## src/rtl/mtl_pkg.sv

```systemverilog
package mtl_pkg;

  // Nesting limit of comment tags and the width of the depth counter.
  localparam int unsigned MAX_COMMENT_DEPTH = 255;
  localparam int unsigned DEPTH_W = $clog2(MAX_COMMENT_DEPTH + 1);

  // One input byte makes at most this many tokens.
  localparam int unsigned MAX_TOK = 4;
  localparam int unsigned CNT_W   = $clog2(MAX_TOK + 1);
  localparam int unsigned SLOT_W  = $clog2(MAX_TOK);

  // Depth of the bundle queue between lexer and serializer.
  localparam int unsigned Q_DEPTH = 4;
  localparam int unsigned Q_AW    = $clog2(Q_DEPTH);

  // Token kinds.
  localparam logic [2:0] TK_TEXT  = 3'd0;
  localparam logic [2:0] TK_OPEN  = 3'd1;
  localparam logic [2:0] TK_NAME  = 3'd2;
  localparam logic [2:0] TK_CLOSE = 3'd3;
  localparam logic [2:0] TK_EOS   = 3'd4;

  // Tag kinds.
  localparam logic [3:0] TAG_ESC    = 4'd0;
  localparam logic [3:0] TAG_SECT   = 4'd1;
  localparam logic [3:0] TAG_END    = 4'd2;
  localparam logic [3:0] TAG_INV    = 4'd3;
  localparam logic [3:0] TAG_AMP    = 4'd4;
  localparam logic [3:0] TAG_CURLY  = 4'd5;
  localparam logic [3:0] TAG_PART   = 4'd6;
  localparam logic [3:0] TAG_EXT    = 4'd7;
  localparam logic [3:0] TAG_BLOCK  = 4'd8;

  // Characters that steer the lexer.
  localparam logic [7:0] CH_LBRACE = 8'h7B;
  localparam logic [7:0] CH_RBRACE = 8'h7D;
  localparam logic [7:0] CH_HASH   = 8'h23;
  localparam logic [7:0] CH_SLASH  = 8'h2F;
  localparam logic [7:0] CH_CARET  = 8'h5E;
  localparam logic [7:0] CH_AMP    = 8'h26;
  localparam logic [7:0] CH_BANG   = 8'h21;
  localparam logic [7:0] CH_GT     = 8'h3E;
  localparam logic [7:0] CH_LT     = 8'h3C;
  localparam logic [7:0] CH_DOLLAR = 8'h24;

  typedef struct packed {
    logic [2:0] kind;
    logic [3:0] tag;
    logic [7:0] value;
    logic       unterm;
  } token_t;

  // All tokens caused by one input byte, in order from slot zero.
  typedef struct packed {
    logic [CNT_W-1:0]           cnt;
    token_t [MAX_TOK-1:0]       tok;
  } bundle_t;

  typedef struct packed {
    logic empty;
    logic full;
  } q_stat_t;

endpackage

```

## src/rtl/mtl_out_if.sv

```systemverilog
interface mtl_out_if;
  logic       valid;
  logic       ready;
  logic [2:0] token_kind;
  logic [3:0] tag_kind;
  logic [7:0] token_byte;
  logic       unterminated;
  logic       last_of_run;

  modport source (output valid, output token_kind, output tag_kind, output token_byte,
                  output unterminated, output last_of_run, input ready);
  modport sink (input valid, input token_kind, input tag_kind, input token_byte,
                input unterminated, input last_of_run, output ready);
endinterface

```

## src/rtl/mtl_back.sv

```systemverilog
module mtl_back (
  input  logic              clk,
  input  logic              rst_n,
  input  mtl_pkg::bundle_t  head,
  input  mtl_pkg::q_stat_t  q_stat,
  output logic              pop,
  mtl_out_if.source         out_ch
);
  import mtl_pkg::*;

  logic [SLOT_W-1:0] slot_r;
  logic              valid_r;
  token_t            tok_r;
  logic              last_r;
  logic              load;
  logic              last;

  // Take the next token when the output register is free or draining.
  assign load = !q_stat.empty && (!valid_r || out_ch.ready);
  assign last = (CNT_W'(slot_r) == head.cnt - CNT_W'(1));
  assign pop  = load && last;

  // Control: output valid and slot within the head bundle.
  always_ff @(posedge clk) begin
    if (!rst_n) begin
      valid_r <= 1'b0;
      slot_r  <= '0;
    end else begin
      if (load) begin
        valid_r <= 1'b1;
        slot_r  <= last ? '0 : slot_r + SLOT_W'(1);
      end else if (out_ch.ready) begin
        valid_r <= 1'b0;
      end
    end
  end

  // Output payload register.
  always_ff @(posedge clk) begin
    if (load) begin
      tok_r  <= head.tok[slot_r];
      last_r <= last;
    end
  end

  assign out_ch.valid        = valid_r;
  assign out_ch.token_kind   = tok_r.kind;
  assign out_ch.tag_kind     = tok_r.tag;
  assign out_ch.token_byte   = tok_r.value;
  assign out_ch.unterminated = tok_r.unterm;
  assign out_ch.last_of_run  = last_r;

`ifndef SYNTHESIS
  a_slot_in_bundle: assert property (@(posedge clk) disable iff (!rst_n)
    load |-> CNT_W'(slot_r) < head.cnt)
    else $error("slot beyond the bundle");
  a_pop_rewinds: assert property (@(posedge clk) disable iff (!rst_n)
    pop |=> slot_r == '0 && valid_r && last_r)
    else $error("slot not rewound after the bundle's last token");
  a_hold_stalled: assert property (@(posedge clk) disable iff (!rst_n)
    valid_r && !out_ch.ready |-> !load)
    else $error("output register overwritten while stalled");
`endif
endmodule

```

## src/flat_wrapper.sv

```systemverilog
// flat-port wrapper written by rule: the top's interface ports become plain ports
module mtl_back_flat import mtl_pkg::*;
  (clk, rst_n, head, q_stat, pop, out_ch_valid, out_ch_token_kind, out_ch_tag_kind, out_ch_token_byte, out_ch_unterminated, out_ch_last_of_run, out_ch_ready);
  mtl_out_if out_ch_i ();
  input  logic clk;
  input  logic rst_n;
  input  mtl_pkg::bundle_t head;
  input  mtl_pkg::q_stat_t q_stat;
  output logic pop;
  output wire logic [$bits(out_ch_i.valid)-1:0] out_ch_valid;
  output wire logic [$bits(out_ch_i.token_kind)-1:0] out_ch_token_kind;
  output wire logic [$bits(out_ch_i.tag_kind)-1:0] out_ch_tag_kind;
  output wire logic [$bits(out_ch_i.token_byte)-1:0] out_ch_token_byte;
  output wire logic [$bits(out_ch_i.unterminated)-1:0] out_ch_unterminated;
  output wire logic [$bits(out_ch_i.last_of_run)-1:0] out_ch_last_of_run;
  input wire logic [$bits(out_ch_i.ready)-1:0] out_ch_ready;
  assign out_ch_valid = out_ch_i.valid;
  assign out_ch_token_kind = out_ch_i.token_kind;
  assign out_ch_tag_kind = out_ch_i.tag_kind;
  assign out_ch_token_byte = out_ch_i.token_byte;
  assign out_ch_unterminated = out_ch_i.unterminated;
  assign out_ch_last_of_run = out_ch_i.last_of_run;
  assign out_ch_i.ready = out_ch_ready;
  mtl_back u_core (.clk(clk), .rst_n(rst_n), .head(head), .q_stat(q_stat), .pop(pop), .out_ch(out_ch_i));
endmodule
```

## config.mk

```make
export PLATFORM = sky130hd
export DESIGN_NAME = mtl_back_flat
export DESIGN_NICKNAME = d
export VERILOG_FILES = /design/src/rtl/mtl_pkg.sv /design/src/rtl/mtl_out_if.sv /design/src/rtl/mtl_back.sv /design/src/flat_wrapper.sv
export SDC_FILE = /design/constraint.sdc
export NUM_CORES = 1
export LEC_CHECK = 0
export ABC_AREA = 1
export BUFFER_PORTS_ARGS = -buffer_cell sky130_fd_sc_hd__buf_2
export CAP_MARGIN = 15
export CORE_MARGIN = 8
export CORE_UTILIZATION = 40
export CTS_CLUSTER_DIAMETER = 200
export DETAILED_ROUTE_END_ITERATION = 12
export PLACE_DENSITY = 0.77
export SETUP_SLACK_MARGIN = 0.2
export SYNTH_ARGS = -nofsm -noshare
export SYNTH_HDL_FRONTEND = slang
export SYNTH_SLANG_ARGS = --single-unit
```

## constraint.sdc

```tcl
create_clock -name clk -period 1.79 [get_ports clk]
set_input_delay 0.358 -clock clk [delete_from_list [all_inputs] [get_ports clk]]
set_output_delay 0.358 -clock clk [all_outputs]
set_load 0.005 [all_outputs]
```

==> flow_metrics.env <==
export IMPL_status="finished clean"
export IMPL_yosysTopAreaCell="edfxtp_1"
export IMPL_hold_buffers=0
export IMPL_internal_power_mw=0.827
export IMPL_area_growth_pct=44.3
export IMPL_setup_ws_ns=0.240
export IMPL_drv_slew=0
export IMPL_startpoint_type="input pin"
export IMPL_synth_area_um2=1230
export IMPL_synth_common_cells="nor2_1 (33), o21ai_0 (31), edfxtp_1 (17)"
export IMPL_hold_depth=2
export IMPL_via_count=1313
export IMPL_dieArea_um2=5110
export IMPL_synth_avg_cell_area_um2=8.85
export IMPL_cts_made_buffers=3
export IMPL_swShare=0.287
export IMPL_fin_crit_ns=1.55
export IMPL_min_from="q_stat[1]"
export IMPL_arrival_ns=1.19
export IMPL_path_class="input pin to output pin"
export IMPL_finalNetCount=306
export IMPL_worstPathRequired_ns=1.43
export IMPL_cts_tree="yes"
export IMPL_drt_iter0_drc=78
export IMPL_synth_yosys_seq_area_share=0.464
export IMPL_synth_fp_nets=212
export IMPL_p_comb_frac=0.309
export IMPL_r2r_slack_ns=0.60
export IMPL_min_to="u_core.out_ch.valid"
export IMPL_multi_input_area_um2=553
export IMPL_r2r_end="u_core.out_ch.token_byte[6]"
export IMPL_synth_edf_count=17
export IMPL_clock_latency_ns=0.29
export IMPL_min_path_type="input pin to register"
export IMPL_overflow=0
export IMPL_firstDrtPassIters=4
export IMPL_synthArstFlopShare=0
export IMPL_pre_cts_ws_ns=0.106
export IMPL_seqCellArea_um2=578
export IMPL_post_synth_top_area_fraction=0.415
export IMPL_core_area_um2=2980
export IMPL_setup_violations=0
export IMPL_place_hpwl_um=2940
export IMPL_synthTopCellsByArea="edfxtp_1 (42%), o21ai_0 (13%), nor2_1 (10%), o22ai_1 (8.1%), dfxtp_1 (4.9%)"
export IMPL_fp_dieW_um=71.5
export IMPL_yosysMostFrequentCell="nor2_1"
export IMPL_crit_path_max_fanout=3
export IMPL_die_h_um=71.5
export IMPL_synth_cell_types=21
export IMPL_wire_per_inst_um=14.9
export IMPL_ys_ff_latch=20
export IMPL_power_density_nw_per_um2=653
export IMPL_clkSlewWorstSetupHoldPaths_ns=0.10
export IMPL_finalPower_mw=1.16
export IMPL_clock_path_buffers=2
export IMPL_p_leak_nw=0.840
export IMPL_ir_worst_vdd_uv=498
export IMPL_worstMarginPinSlew_ns=0.282
export IMPL_drive_gt1_frac=0.522
export IMPL_finalSetupTns_ns=0
export IMPL_cap_viol_max_count=0
export IMPL_ios=91
export IMPL_net_switching_power_mw=0.332
export IMPL_max_slew_margin=0.812
export IMPL_end_kind="output pin"
export IMPL_cts_max_level=1
export IMPL_grt_max_degree=29
export IMPL_place_gp_congestion=0.797
export IMPL_fin_crit_sh=0.866
export IMPL_fmax_mhz=645
export IMPL_ant_nets=0
export IMPL_reg2reg_depth=4
export IMPL_clock_skew_ns=0.00231
export IMPL_routed_via_density=4.95
export IMPL_grt_pass1_wl_um=5950
export IMPL_p_clk_frac=0.185
export IMPL_p_seq_frac=0.507
export IMPL_grt_usage=0.145
export IMPL_syn_inst=139
export IMPL_synth_warning_count=0
export IMPL_rsz0062_at_grt="yes"
export IMPL_antenna_found_initial=0
export IMPL_clock_sinks=20
export IMPL_synth_main_ff_cell="edfxtp_1"
export IMPL_num_fill_cells=282
export IMPL_fp_row_count=20
export IMPL_clock_root_buffer="clkbuf_4"
export IMPL_r2r_start="u_core.slot_r[0]"
export IMPL_initial_utilization=0.413
export IMPL_finalHoldViolCount=0
export IMPL_diodes=0
export IMPL_drc=0
export IMPL_drt_wl_total_um=3950
export IMPL_grt_pass1_vias=1307
export IMPL_portBuffers=89
==> cells in the final DEF (no fill, tap or decap), types with 2 or more instances in the layout <==
cell type / instances
buf_2: 87
buf_4: 9
clkbuf_4: 3
dfxtp_4: 2
edfxtp_1: 17
inv_1: 3
inv_2: 3
inv_6: 2
nand2_1: 5
nand2_2: 6
nand3_1: 2
nor2_1: 33
o21ai_0: 31
o22ai_1: 16
==> metal layers <==
| layer | global-route usage | vias up | share of wire |
|---|---|---|---|
| li1 | - | 673 | - |
| met1 | 0.145 | 599 | 0.36 |
| met2 | 0.287 | 37 | 0.59 |
| met3 | 0.0279 | 4 | 0.037 |
| met4 | 0.0522 | 0 | 0.016 |
| met5 | 0 | - | 0 |
==> cell families (layout without fill, tap and decap cells) <==
logic type,after synthesis,in the layout,share of synthesized area
flip-flops,20,20,0.464
AND/OR/NAND/NOR,48,48,0.176
AO/OA/AOI/OAI,51,51,0.238
buffers and inverters,18,111,0.105
XOR/XNOR,1,1,0.00712
adder cells (fa/ha/maj),1,1,0.0102
==> through the flow <==
| step | utilization | hold slack [ns] | area [um^2] | std cells |
|---|---|---|---|---|
| final | 0.596 | 0.295 | 1770 | 265 |
| after floorplan | - | 0.467 | 1230 | 139 |
| after global routing | 0.596 | 0.273 | 1770 | 265 |
| after CTS | 0.580 | 0.284 | 1730 | 262 |
| after detailed placement | 0.557 | 0.528 | 1660 | 255 |
| after global placement | 0.557 | 0.515 | 1660 | 255 |
==> flip-flops by register name, indices dropped and copies added, names as in the netlist <==
signal	flops
u_core.out_ch.token_byte	8
u_core.out_ch.tag_kind	4
u_core.out_ch.token_kind	3
u_core.slot_r	2
u_core.out_ch.last_of_run	1
u_core.out_ch.unterminated	1
u_core.out_ch.valid	1
==> worst max path at each step <==
stage                           from  end  cells past startpoint
floorplan               out_ch_ready  pop                      4
global placement            head[64]  pop                      9
detailed placement          head[64]  pop                      9
CTS                         head[65]  pop                      9
global route        u_core.slot_r[0]  pop                      5
finish                      head[64]  pop                      9
==> area by class of cell <==
type / instances / share of cell area
Clock buffer: 4 / 0.0148
Sequential cell: 20 / 0.326
Timing Repair inverter: 1 / 0.00212
Timing Repair Buffer: 98 / 0.298
Multi-Input combinational cell: 101 / 0.312
Tap cell: 33 / 0.0233
Inverter: 8 / 0.0240
==> critical path, cell delays in order <==
cell and delay [ns]:
buf_8 0.10, inv_4 0.05, ha_4 0.20, inv_2 0.05, nand2_2 0.04, nand2_2 0.08, nand3_4 0.09, nor2_4 0.11
buf_2 0.11
==> power groups by stage <==
| stage | clock [mW] | combinational, mW | sequential, mW |
|---|---|---|---|
| after global placement | 0 | 0.324 | 0.599 |
| final | 0.214 | 0.357 | 0.587 |
| after detailed placement | 0 | 0.326 | 0.600 |
| after floorplan | 0 | 0.198 | 0.598 |
| after CTS | 0.222 | 0.343 | 0.592 |
| after global routing | 0.244 | 0.397 | 0.592 |
==> what timing repair did <==
item / 4_1_cts / 5_1_grt
setup endpoints to repair: 1 / 1
pin swaps: 1 / 3
gates cloned: 1 / 0
gates resized for setup: 6 / 9
buffers inserted: 2 / 3
No activity file was read; power rests on OpenSTA's default activity.
