File: src/rtl/mtl_pkg.sv
package mtl_pkg;

  // Nesting limit of comment tags and the width of the depth counter.
  localparam int unsigned MAX_COMMENT_DEPTH = 255;
  localparam int unsigned DEPTH_W = $clog2(MAX_COMMENT_DEPTH + 1);

  // One input byte makes at most this many tokens.
  localparam int unsigned MAX_TOK = 4;
  localparam int unsigned CNT_W   = $clog2(MAX_TOK + 1);
  localparam int unsigned SLOT_W  = $clog2(MAX_TOK);

  // Depth of the bundle queue between lexer and serializer.
  localparam int unsigned Q_DEPTH = 4;
  localparam int unsigned Q_AW    = $clog2(Q_DEPTH);

  // Token kinds.
  localparam logic [2:0] TK_TEXT  = 3'd0;
  localparam logic [2:0] TK_OPEN  = 3'd1;
  localparam logic [2:0] TK_NAME  = 3'd2;
  localparam logic [2:0] TK_CLOSE = 3'd3;
  localparam logic [2:0] TK_EOS   = 3'd4;

  // Tag kinds.
  localparam logic [3:0] TAG_ESC    = 4'd0;
  localparam logic [3:0] TAG_SECT   = 4'd1;
  localparam logic [3:0] TAG_END    = 4'd2;
  localparam logic [3:0] TAG_INV    = 4'd3;
  localparam logic [3:0] TAG_AMP    = 4'd4;
  localparam logic [3:0] TAG_CURLY  = 4'd5;
  localparam logic [3:0] TAG_PART   = 4'd6;
  localparam logic [3:0] TAG_EXT    = 4'd7;
  localparam logic [3:0] TAG_BLOCK  = 4'd8;

  // Characters that steer the lexer.
  localparam logic [7:0] CH_LBRACE = 8'h7B;
  localparam logic [7:0] CH_RBRACE = 8'h7D;
  localparam logic [7:0] CH_HASH   = 8'h23;
  localparam logic [7:0] CH_SLASH  = 8'h2F;
  localparam logic [7:0] CH_CARET  = 8'h5E;
  localparam logic [7:0] CH_AMP    = 8'h26;
  localparam logic [7:0] CH_BANG   = 8'h21;
  localparam logic [7:0] CH_GT     = 8'h3E;
  localparam logic [7:0] CH_LT     = 8'h3C;
  localparam logic [7:0] CH_DOLLAR = 8'h24;

  typedef struct packed {
    logic [2:0] kind;
    logic [3:0] tag;
    logic [7:0] value;
    logic       unterm;
  } token_t;

  // All tokens caused by one input byte, in order from slot zero.
  typedef struct packed {
    logic [CNT_W-1:0]           cnt;
    token_t [MAX_TOK-1:0]       tok;
  } bundle_t;

  typedef struct packed {
    logic empty;
    logic full;
  } q_stat_t;

endpackage

File: src/rtl/mtl_queue.sv
module mtl_queue (
  input  logic              clk,
  input  logic              rst_n,
  input  logic              push,
  input  mtl_pkg::bundle_t  push_data,
  input  logic              pop,
  output mtl_pkg::bundle_t  head,
  output mtl_pkg::q_stat_t  q_stat
);
  import mtl_pkg::*;

  localparam int unsigned CW = Q_AW + 1;

  bundle_t         mem [Q_DEPTH];
  logic [Q_AW-1:0] wr_ptr_r, rd_ptr_r;
  logic [CW-1:0]   count_r;

  assign head         = mem[rd_ptr_r];
  assign q_stat.empty = (count_r == '0);
  assign q_stat.full  = (count_r == CW'(Q_DEPTH));

  // Bundle storage.
  always_ff @(posedge clk) begin
    if (push) begin
      mem[wr_ptr_r] <= push_data;
    end
  end

  // Pointers and fill count.
  always_ff @(posedge clk) begin
    if (!rst_n) begin
      wr_ptr_r <= '0;
      rd_ptr_r <= '0;
      count_r  <= '0;
    end else begin
      if (push) begin
        wr_ptr_r <= (wr_ptr_r == Q_AW'(Q_DEPTH - 1)) ? '0 : wr_ptr_r + Q_AW'(1);
      end
      if (pop) begin
        rd_ptr_r <= (rd_ptr_r == Q_AW'(Q_DEPTH - 1)) ? '0 : rd_ptr_r + Q_AW'(1);
      end
      if (push && !pop) begin
        count_r <= count_r + CW'(1);
      end else if (pop && !push) begin
        count_r <= count_r - CW'(1);
      end
    end
  end

`ifndef SYNTHESIS
  a_no_push_full: assert property (@(posedge clk) disable iff (!rst_n)
    q_stat.full |-> !push)
    else $error("push into a full queue");
  a_no_pop_empty: assert property (@(posedge clk) disable iff (!rst_n)
    pop |-> !q_stat.empty)
    else $error("pop from an empty queue");
  a_count_range: assert property (@(posedge clk) disable iff (!rst_n)
    count_r <= CW'(Q_DEPTH))
    else $error("queue count out of range");
`endif
endmodule

File: config.mk
export PLATFORM = sky130hd
export DESIGN_NAME = mtl_queue
export DESIGN_NICKNAME = d
export VERILOG_FILES = /design/src/rtl/mtl_pkg.sv /design/src/rtl/mtl_queue.sv
export SDC_FILE = /design/constraint.sdc
export NUM_CORES = 1
export LEC_CHECK = 0
export ABC_AREA = 0
export BUFFER_PORTS_ARGS = -buffer_cell sky130_fd_sc_hd__buf_2
export CAP_MARGIN = 20
export CELL_PAD_IN_SITES_DETAIL_PLACEMENT = 0
export CELL_PAD_IN_SITES_GLOBAL_PLACEMENT = 2
export CORE_UTILIZATION = 40
export DETAILED_ROUTE_END_ITERATION = 10
export PLACE_DENSITY_LB_ADDON = 0.1
export SYNTH_ARGS = -nofsm -noshare
export SYNTH_HDL_FRONTEND = slang
export SYNTH_SLANG_ARGS = --single-unit
File: constraint.sdc
create_clock -name clk -period 2.5 [get_ports clk]
set_clock_uncertainty 0.2 [all_clocks]
set_input_delay 0.375 -clock clk [delete_from_list [all_inputs] [get_ports clk]]
set_output_delay 0.375 -clock clk [all_outputs]
set_load 0.1 [all_outputs]
==> results of run 1 <==
[per-layer routing]
metal	up-vias	wire length, um	track usage, %
li1	2223	-	-
met1	2557	8570	19.6
met2	129	10200	26.8
met3	26	1200	3.65
met4	0	289	3.82
met5	-	0	0
[flip-flops by register name (all words and copies together) (netlist names), named ones only]
register	count
rd_ptr_r	2
mem	268
count_r	3
wr_ptr_r	2
[Yosys cell counts (2+ instances only)]
master / number / area share, %
edfxtp_1: 268 / 79
mux4_2: 67 / 15
dfxtp_1: 9 / 1.8
ha_1: 6 / 0.74
and2_1: 5 / 0.31
nor2b_1: 5 / 0.31
buf_12: 4 / 0.79
buf_2: 4 / 0.20
inv_1: 4 / 0.15
mux2i_1: 4 / 0.39
buf_1: 3 / 0.11
buf_4: 3 / 0.22
nor3_1: 2 / 0.099
[worst max-delay path by stage]
stage | startpoint | end | slack, ns | cells past startpoint
finish | flop | head[14] | -0.06 | 4
floorplan | count_r[1] | q_stat[0] | 0.35 | 1
global route | flop | head[0] | -0.13 | 4
detailed placement | flop | head[53] | 0.34 | 3
global placement | flop | head[52] | 0.35 | 3
CTS | flop | head[53] | -0.11 | 3
[logic make-up after synthesis]
kind of cell	after synthesis	synth area share, %
mux	71	15.2
fa+ha+maj	7	0.936
compound gates	3	0.197
flops	277	81.0
xor+xnor	2	0.172
buf+inv	19	1.58
simple gates	15	0.887
[repair_timing]
item	CTS	global route
buffers inserted	1	2
hold buffers	69	0
cloned	0	7
endpoints found under the hold margin	277	0
gates resized for setup	57	24
endpoints found under the setup margin	67	67
[worst reg2reg max path, delay by kind of cell (launching register included)]
family                     cells  cell delay (ns)
and+or+nand+nor                1             0.37
adders and majority gates      1             0.19
buffers and inverters          1             0.28
DFF                            1             0.40
[power groups by stage]
stage / Sequential (W) / Combinational (W) / Clock, W
after floorplan: 0.00546 / 0.00160 / 0
after global placement: 0.00547 / 0.00222 / 0
after detailed placement: 0.00549 / 0.00223 / 0
after CTS: 0.00538 / 0.00242 / 0.00414
after global routing: 0.00540 / 0.00259 / 0.00432
final: 0.00538 / 0.00249 / 0.00403
[cell type report]
| cell class | instances | area, um2 | area share, % |
|---|---|---|---|
| flip-flops and latches | 277 | 8240 | 58.8 |
| repair buffers | 242 | 2650 | 18.9 |
| multi-input cells | 98 | 1790 | 12.8 |
| clock buffers | 35 | 748 | 5.34 |
| well taps | 324 | 405 | 2.89 |
| clock inverters | 19 | 161 | 1.15 |
| inverters | 4 | 15.0 | 0.107 |
| diodes | 1 | 2.50 | 0.0179 |
[metrics by stage]
step / std cells / TNS (ns)
floorplan: 394 / 0
global placement: 866 / 0
global route: 1000 / -6.50
CTS: 990 / -4.99
finish: 1000 / -2.32
detailed placement: 866 / 0
==> flow_summary.toml, run 1 <==
[synth]
postSynthAreaPerCell_um2 = 25.8
async_flop_share_pct = 0
postSynthCellCount = 394
ys_warn_count = 0
synth_edf_count = 268
synthDistinctLibCells = 23
synthFlopType = "edfxtp_1"
postSynthNetCount = 472
synth_area_mm2 = 0.0102
ys_seq_elements = 277
synth_seq_area_share_pct = 81.0

[critical_path]
cpMaxStageDelayCell = "mux4_2"
cpPeakStageDelay_ns = 0.55
path_cells = "buf_12 > clkbuf_16 > mux4_2 > buf_12"
cp-start-kind = "flop"
cp_top_family = "buffers and inverters"
r2r-end = "mem[3][4]"
r2r_cells = 3
crit_fanout = 8
cp_data_arrival_time_ns = 1.99
cp.required_ns = 1.92
worst-path-buf-inv = 3
crit_path_end_kind = "output port"
cpMostUsedCell = "buf_12"
crit_type = "reg -> out"
rrSetupSlack_ns = 0.76
crit-reg2reg-launch = "wr_ptr_r[0]"

[grt]
grt_pass1_wl_um = 30400
grt_max_degree = 28
grt_overflow = 0
grt_usage_pct = 15.4
grt_pass1_vias = 5430
antenna_found_initial = 1

[clocking]
insertion_delay_ns = 0.53
cts_tree = "done"
path_clk_slew_ns = 0.06
clock_path_buffers = 3
clock-sinks = 277
cts_root_buffer = "clkbuf_16"
cts_max_level = 1
numCtsBuffers = 29

[power]
p_switching_w = 0.00337
p_leak_nw = 4.84
power.total_w = 0.0119
ir_worst_vdd_mv = 0.497
p_per_area_mw_per_mm2 = 849
p_int_w = 0.00853
p_clk_share_pct = 33.9
swShare_pct = 28.3
power_frac_comb_pct = 20.9
power_frac_seq_pct = 45.2

[sta]
fin_crit_ns = 2.56
final.setup.worst_slack_ns = -0.0647
slew_headroom_pct = 67.8
timing.final.crit_share_pct = 103
fmax_mhz = 390
tightest_slew_ns = 0.487
setup_viol = 61
hold_ws_ns = 0.0504
hold_viol_final = 0
grt_setup_unrepaired = "true"
slew_viol_final = 0

[drt]
dr.first_iter.drc_count = 300
avgRoutedWirePerCell_um = 20.2
post_drt_via_cell_ratio = 4.94
wl_um = 20200
ant_nets = 0
drc = 0
drt-pass1-iter-count = 4
vias = 4935

[finish]
drive_gt1_share_pct = 43.3
layout_common_cells = "edfxtp_1, buf_2, dlygate4sd3_1"
final_core_util_pct = 57.0
design_area_mm2 = 0.0140
n_fill_cell = 1875
fin_nets = 730
syn_to_final_growth_pct = 37.9
mostFrequentLayoutCell = "edfxtp_1"

[hold_path]
hold-path-cell-count = 3
holdPathEnd = "wr_ptr_r[0]"
min_path_type = "in -> reg"
min_from = "push"

[die]
rows = 57
die_y_um = 161
initial_core_util_pct = 41.3
core_mm2 = 0.0246
die_w_um = 161
io_pins = 140
die_area_mm2 = 0.0260

[run_status]
violations = "setup timing"
run_status = "finished, violations left"

[placed_design]
dp_hpwl_um = 12200
port_buffers = 139
place.gp.congestion = 0.716
pre_cts_slack_ns = 0.340
postPlaceCellArea_mm2 = 0.0120

[flow_run]
cap_violations = 0
Note: power is estimated with default switching activity, not from simulation.
==> run 2, diff against run 1 <==
--- a/config.mk
+++ b/config.mk
@@ -8,8 +8,8 @@
 export ABC_AREA = 0
 export BUFFER_PORTS_ARGS = -buffer_cell sky130_fd_sc_hd__buf_2
 export CAP_MARGIN = 20
-export CELL_PAD_IN_SITES_DETAIL_PLACEMENT = 0
-export CELL_PAD_IN_SITES_GLOBAL_PLACEMENT = 2
+export CELL_PAD_IN_SITES_DETAIL_PLACEMENT = 1
+export CELL_PAD_IN_SITES_GLOBAL_PLACEMENT = 1
 export CORE_UTILIZATION = 40
 export DETAILED_ROUTE_END_ITERATION = 10
 export PLACE_DENSITY_LB_ADDON = 0.1
==> run 2 against run 1 <==
  * The flow still finishes with violations (setup timing)
  * Global-route usage grew 1.2 points
  * Critical path type unchanged
  * Fmax shrank 1.6%
  * Final area shrank 2.8%
  * First-iteration DRC count shrank 27%
  * Combinational power shrank 6%
  * Via count shrank 0.51%
  * Worst setup slack lost 0.042 ns
  * Total power shrank 2.1%
  * Critical path depth is the same
  * Die area is the same
  * Wire length grew 3.3%
  * Non-clock buffer count shrank 8
==> flow_summary.toml, run 2 (same netlist as run 1, synthesis figures left out) <==
[critical_path]
cp.required_ns = 1.92
crit-reg2reg-launch = "wr_ptr_r[0]"
cp_top_family = "multiplexers"
cp_data_arrival_time_ns = 2.03
cpPeakStageDelay_ns = 0.55
crit_type = "reg -> out"
cpMaxStageDelayCell = "mux4_2"
crit_fanout = 8
worst-path-buf-inv = 3
cp-start-kind = "flop"
crit_path_end_kind = "output port"
path_cells = "buf_6 > buf_16 > mux4_2 > buf_12"

[finish]
drive_gt1_share_pct = 41.0
layout_common_cells = "edfxtp_1, buf_2, dlygate4sd3_1"
top_register = "mem"
mostFrequentLayoutCell = "edfxtp_1"
n_fill_cell = 2134
n_antenna_cell = 0
fin_nets = 723
syn_to_final_growth_pct = 34.1
largest_reg_flops = 268
reg_top3 = "mem x268, count_r x3"
final_core_util_pct = 55.4

[drt]
drt-pass1-iter-count = 4
vias = 4910
wl_met1_um = 8890
drc = 0
avgRoutedWirePerCell_um = 21.1
met3_wirelength_um = 949
highest_layer = "met5"
wl_um = 20900
dr.first_iter.drc_count = 220
post_drt_via_cell_ratio = 4.95
met2_length_um = 10700
ant_nets = 0

[power]
p_per_area_mw_per_mm2 = 856
ir_worst_vdd_mv = 0.568
power.total_w = 0.0117
p_leak_nw = 4.67

[placed_design]
dp_hpwl_um = 12000
place.gp.congestion = 0.664
port_buffers = 139

[grt]
grt_max_degree = 39
grt_usage_pct = 16.6
grt_pass1_vias = 5557
grt_overflow = 0
antenna_found_initial = 1
grt_pass1_wl_um = 32400

[clocking]
cts_root_buffer = "clkbuf_16"
path_clk_slew_ns = 0.06
insertion_delay_ns = 0.54
clock-sinks = 277
cts_tree = "done"
numCtsBuffers = 30
cts_max_level = 1
clock_path_buffers = 3

[sta]
grt_setup_unrepaired = "true"
timing.final.crit_share_pct = 104
fin_crit_ns = 2.61
slew_headroom_pct = 66.3
setup_viol = 63
slew_viol_final = 0
tightest_slew_ns = 0.506
tns_ns = -3.06
hold_viol_final = 0
final.setup.worst_slack_ns = -0.106
fmax_mhz = 384

[die]
die_y_um = 161
die_w_um = 161
rows = 57
io_pins = 140
core_mm2 = 0.0246
die_area_mm2 = 0.0260
initial_core_util_pct = 41.3

[run_status]
violations = "setup timing"
run_status = "finished, violations left"

[flow_run]
cap_violations = 0

[hold_path]
min_path_type = "in -> reg"
min_from = "push"
run 2: changes by cell type in the layout (fill, tap and decap cells not counted), moves of 2 or more:
cell        delta
clkinv_1       +6
buf_12        -27
buf_6         +18
clkbuf_1       +5
buf_8          +3
clkinvlp_4     -3
inv_6          -2
clkinv_2       -5
bufinv_16      -2
run 2: worst paths after layout:
| path | cells after the start | slack (ns) | end |
|---|---|---|---|
| worst min register to register | 2 | 0.34 | count_r[2] |
| worst max-delay path | 4 | -0.11 | head[36] |
| worst min-delay path | 3 | 0.08 | wr_ptr_r[0] |
| worst max register to register | 3 | 0.70 | mem[1][23] |
run 2: metal layers:
metal  vias to the layer above  global-route usage (%)
met5                         -                       0
met1                      2561                    21.2
met2                       122                    28.9
met3                        31                    3.80
met4                         2                    3.86
li1                       2194                       -
run 2: where the power goes:
part | internal, W | leakage [nW] | switching, W | total [W]
Clock | 0.00226 | 0.421 | 0.00167 | 0.00393
Combinational | 0.000746 | 1.71 | 0.00160 | 0.00234
Sequential | 0.00532 | 2.54 | 0.0000708 | 0.00539
Total | 0.00832 | 4.67 | 0.00333 | 0.0117
run 2: worst register-to-register path, stage by stage (launching register included):
cell     delay [ns]
dfxtp_1        0.40
ha_1           0.17
and2_4         0.37
buf_12         0.31
run 2: layout make-up:
class / instances / area, um2 / share of cell area (%)
clock buffer: 42 / 817 / 6.00
clock inverter: 13 / 61.3 / 0.450
inverter: 4 / 15.0 / 0.110
multi-input combinational: 98 / 1790 / 13.2
sequential: 277 / 8240 / 60.5
tap: 324 / 405 / 2.98
timing repair buffer: 234 / 2290 / 16.8
run 2: timing repair:
item | CTS | global route
endpoints found under the hold margin | 277 | 0
setup endpoints to repair | 66 | 67
pin swaps | 0 | 0
hold buffers | 69 | 0
resized for setup | 146 | 11
cloned | 3 | 2
setup buffers | 6 | 2
run 2: per-stage QoR:
stage	hold WS (ns)	cell area (um2)	setup WS, ns	instances
6_report	0.0786	13600	-0.106	992
5_1_grt	0.0785	13600	-0.181	992
4_1_cts	0.0609	13600	-0.164	990
3_5_place_dp	0.329	11400	0.274	857
3_3_place_gp	0.298	11400	0.282	857
2_1_floorplan	0.274	10200	0.346	394
==> run 3, diff against run 2 <==
--- a/config.mk
+++ b/config.mk
@@ -13,6 +13,7 @@
 export CORE_UTILIZATION = 40
 export DETAILED_ROUTE_END_ITERATION = 10
 export PLACE_DENSITY_LB_ADDON = 0.1
+export SKIP_CTS_REPAIR_TIMING = 1
 export SYNTH_ARGS = -nofsm -noshare
 export SYNTH_HDL_FRONTEND = slang
 export SYNTH_SLANG_ARGS = --single-unit
==> run 3 against run 2 <==
  * The run ends with hold timing, setup timing left
  * Count of clock-buffer cells in the layout did not move
  * First-iteration DRC count rose by 5.9%
  * Die area did not move
  * Worst setup slack improved by 0.0084 ns
  * Sequential share of layout area barely moved
  * Clock power barely moved
  * Critical endpoint is now head[60]
==> flow_summary.toml, run 3 (same netlist as run 1, synthesis figures left out) <==
[run_status]
run_status = "finished, violations left"
violations = "hold timing, setup timing"

[die]
core_mm2 = 0.0246
die_w_um = 161
rows = 57
die_area_mm2 = 0.0260
die_y_um = 161
io_pins = 140
initial_core_util_pct = 41.3

[drt]
wl_um = 21100
drc = 0
vias = 4931
avgRoutedWirePerCell_um = 21.2
post_drt_via_cell_ratio = 4.96
drt-pass1-iter-count = 4
dr.first_iter.drc_count = 233
ant_nets = 0

[finish]
n_fill_cell = 2123
seqCellArea_mm2 = 0.00824
syn_to_final_growth_pct = 34.1
reg_top3 = "mem x268, count_r x3"
drive_gt1_share_pct = 41.3
fin_nets = 725
largest_reg_flops = 268
final_core_util_pct = 55.4
multiInputGateArea_mm2 = 0.00179
n_antenna_cell = 0
layout_common_cells = "edfxtp_1, buf_2, dlygate4sd3_1"
top_register = "mem"
final_cells = 994
mostFrequentLayoutCell = "edfxtp_1"

[critical_path]
crit_path_end_kind = "output port"
cp-start-kind = "flop"
cp.required_ns = 1.92
r2r_cells = 3
cp_data_arrival_time_ns = 2.02
crit_type = "reg -> out"
crit_fanout = 6

[power]
power.total_w = 0.0117
p_leak_nw = 4.68
ir_worst_vdd_mv = 0.575
p_per_area_mw_per_mm2 = 856

[clocking]
cts_root_buffer = "clkbuf_16"
clock_path_buffers = 3
numCtsBuffers = 30
clock-sinks = 277
cts_tree = "done"
insertion_delay_ns = 0.54
path_clk_slew_ns = 0.06
cts_max_level = 1

[sta]
tightest_slew_ns = 0.503
hold_ws_ns = -0.00668
timing.final.crit_share_pct = 104
slew_headroom_pct = 66.5
slew_viol_final = 0
fmax_mhz = 385
setup_viol = 64
hold_viol_final = 2
grt_setup_unrepaired = "true"
final.setup.worst_slack_ns = -0.0979
fin_crit_ns = 2.60

[placed_design]
place.gp.congestion = 0.664
dp_cells = 857
port_buffers = 139
dp_hpwl_um = 12000
pre_cts_slack_ns = 0.274

[grt]
grt_pass1_vias = 5216
antenna_found_initial = 1
grt_pass1_wl_um = 30400
grt_overflow = 0
grt_usage_pct = 15.6
grt_max_degree = 39

[hold_path]
min_path_type = "in -> reg"
hold-path-cell-count = 3

[flow_run]
cap_violations = 0
[run 3: cell count changes in the layout (fill, tap and decap cells not counted), sizes merged]
cell,before,now
dlygate4sd3,69,68
clkbuf,44,46
buf,163,164
[run 3: final timing paths]
| path | endpoint | start | slack (ns) |
|---|---|---|---|
| max | head[60] | flop | -0.1 |
| min | rd_ptr_r[1] | pop | -0.007 |
| max reg2reg | mem[1][23] | wr_ptr_r[0] | 0.69 |
| min reg2reg | count_r[2] | count_r[2] | 0.33 |
[run 3: cell type report]
class	instances	share of cell area, %
multi-input combinational	98	13.1
sequential	277	60.4
tap	324	2.98
timing repair buffer	236	16.9
inverter	4	0.110
clock buffer	42	6.00
clock inverter	13	0.450
[run 3: routing by layer]
metal  wire [um]  GRT usage [%]
met2       10700           26.4
met5          13              0
met3        1010           4.34
met4         430           4.37
met1        8930           19.7
[run 3: where the power goes]
| part | switching, W | internal, W | leakage (nW) |
|---|---|---|---|
| combinational | 0.00160 | 0.000744 | 1.72 |
| clock | 0.00168 | 0.00226 | 0.421 |
| sequential | 0.0000675 | 0.00532 | 2.54 |
| total | 0.00334 | 0.00832 | 4.68 |
[run 3: worst max-delay path: stages (launching register included)]
cell and delay, ns:
dfxtp_4 0.39, buf_12 0.16, clkbuf_16 0.16, mux4_2 0.56, buf_12 0.20
[run 3: per-stage QoR]
step / hold slack [ns] / area (um2) / setup TNS, ns
3_3_place_gp: 0.298 / 11400 / 0
6_report: -0.00668 / 13600 / -2.60
2_1_floorplan: 0.274 / 10200 / 0
4_1_cts: -0.178 / 12200 / -16.73
5_1_grt: 0.00593 / 13600 / -6.85
3_5_place_dp: 0.329 / 11400 / 0
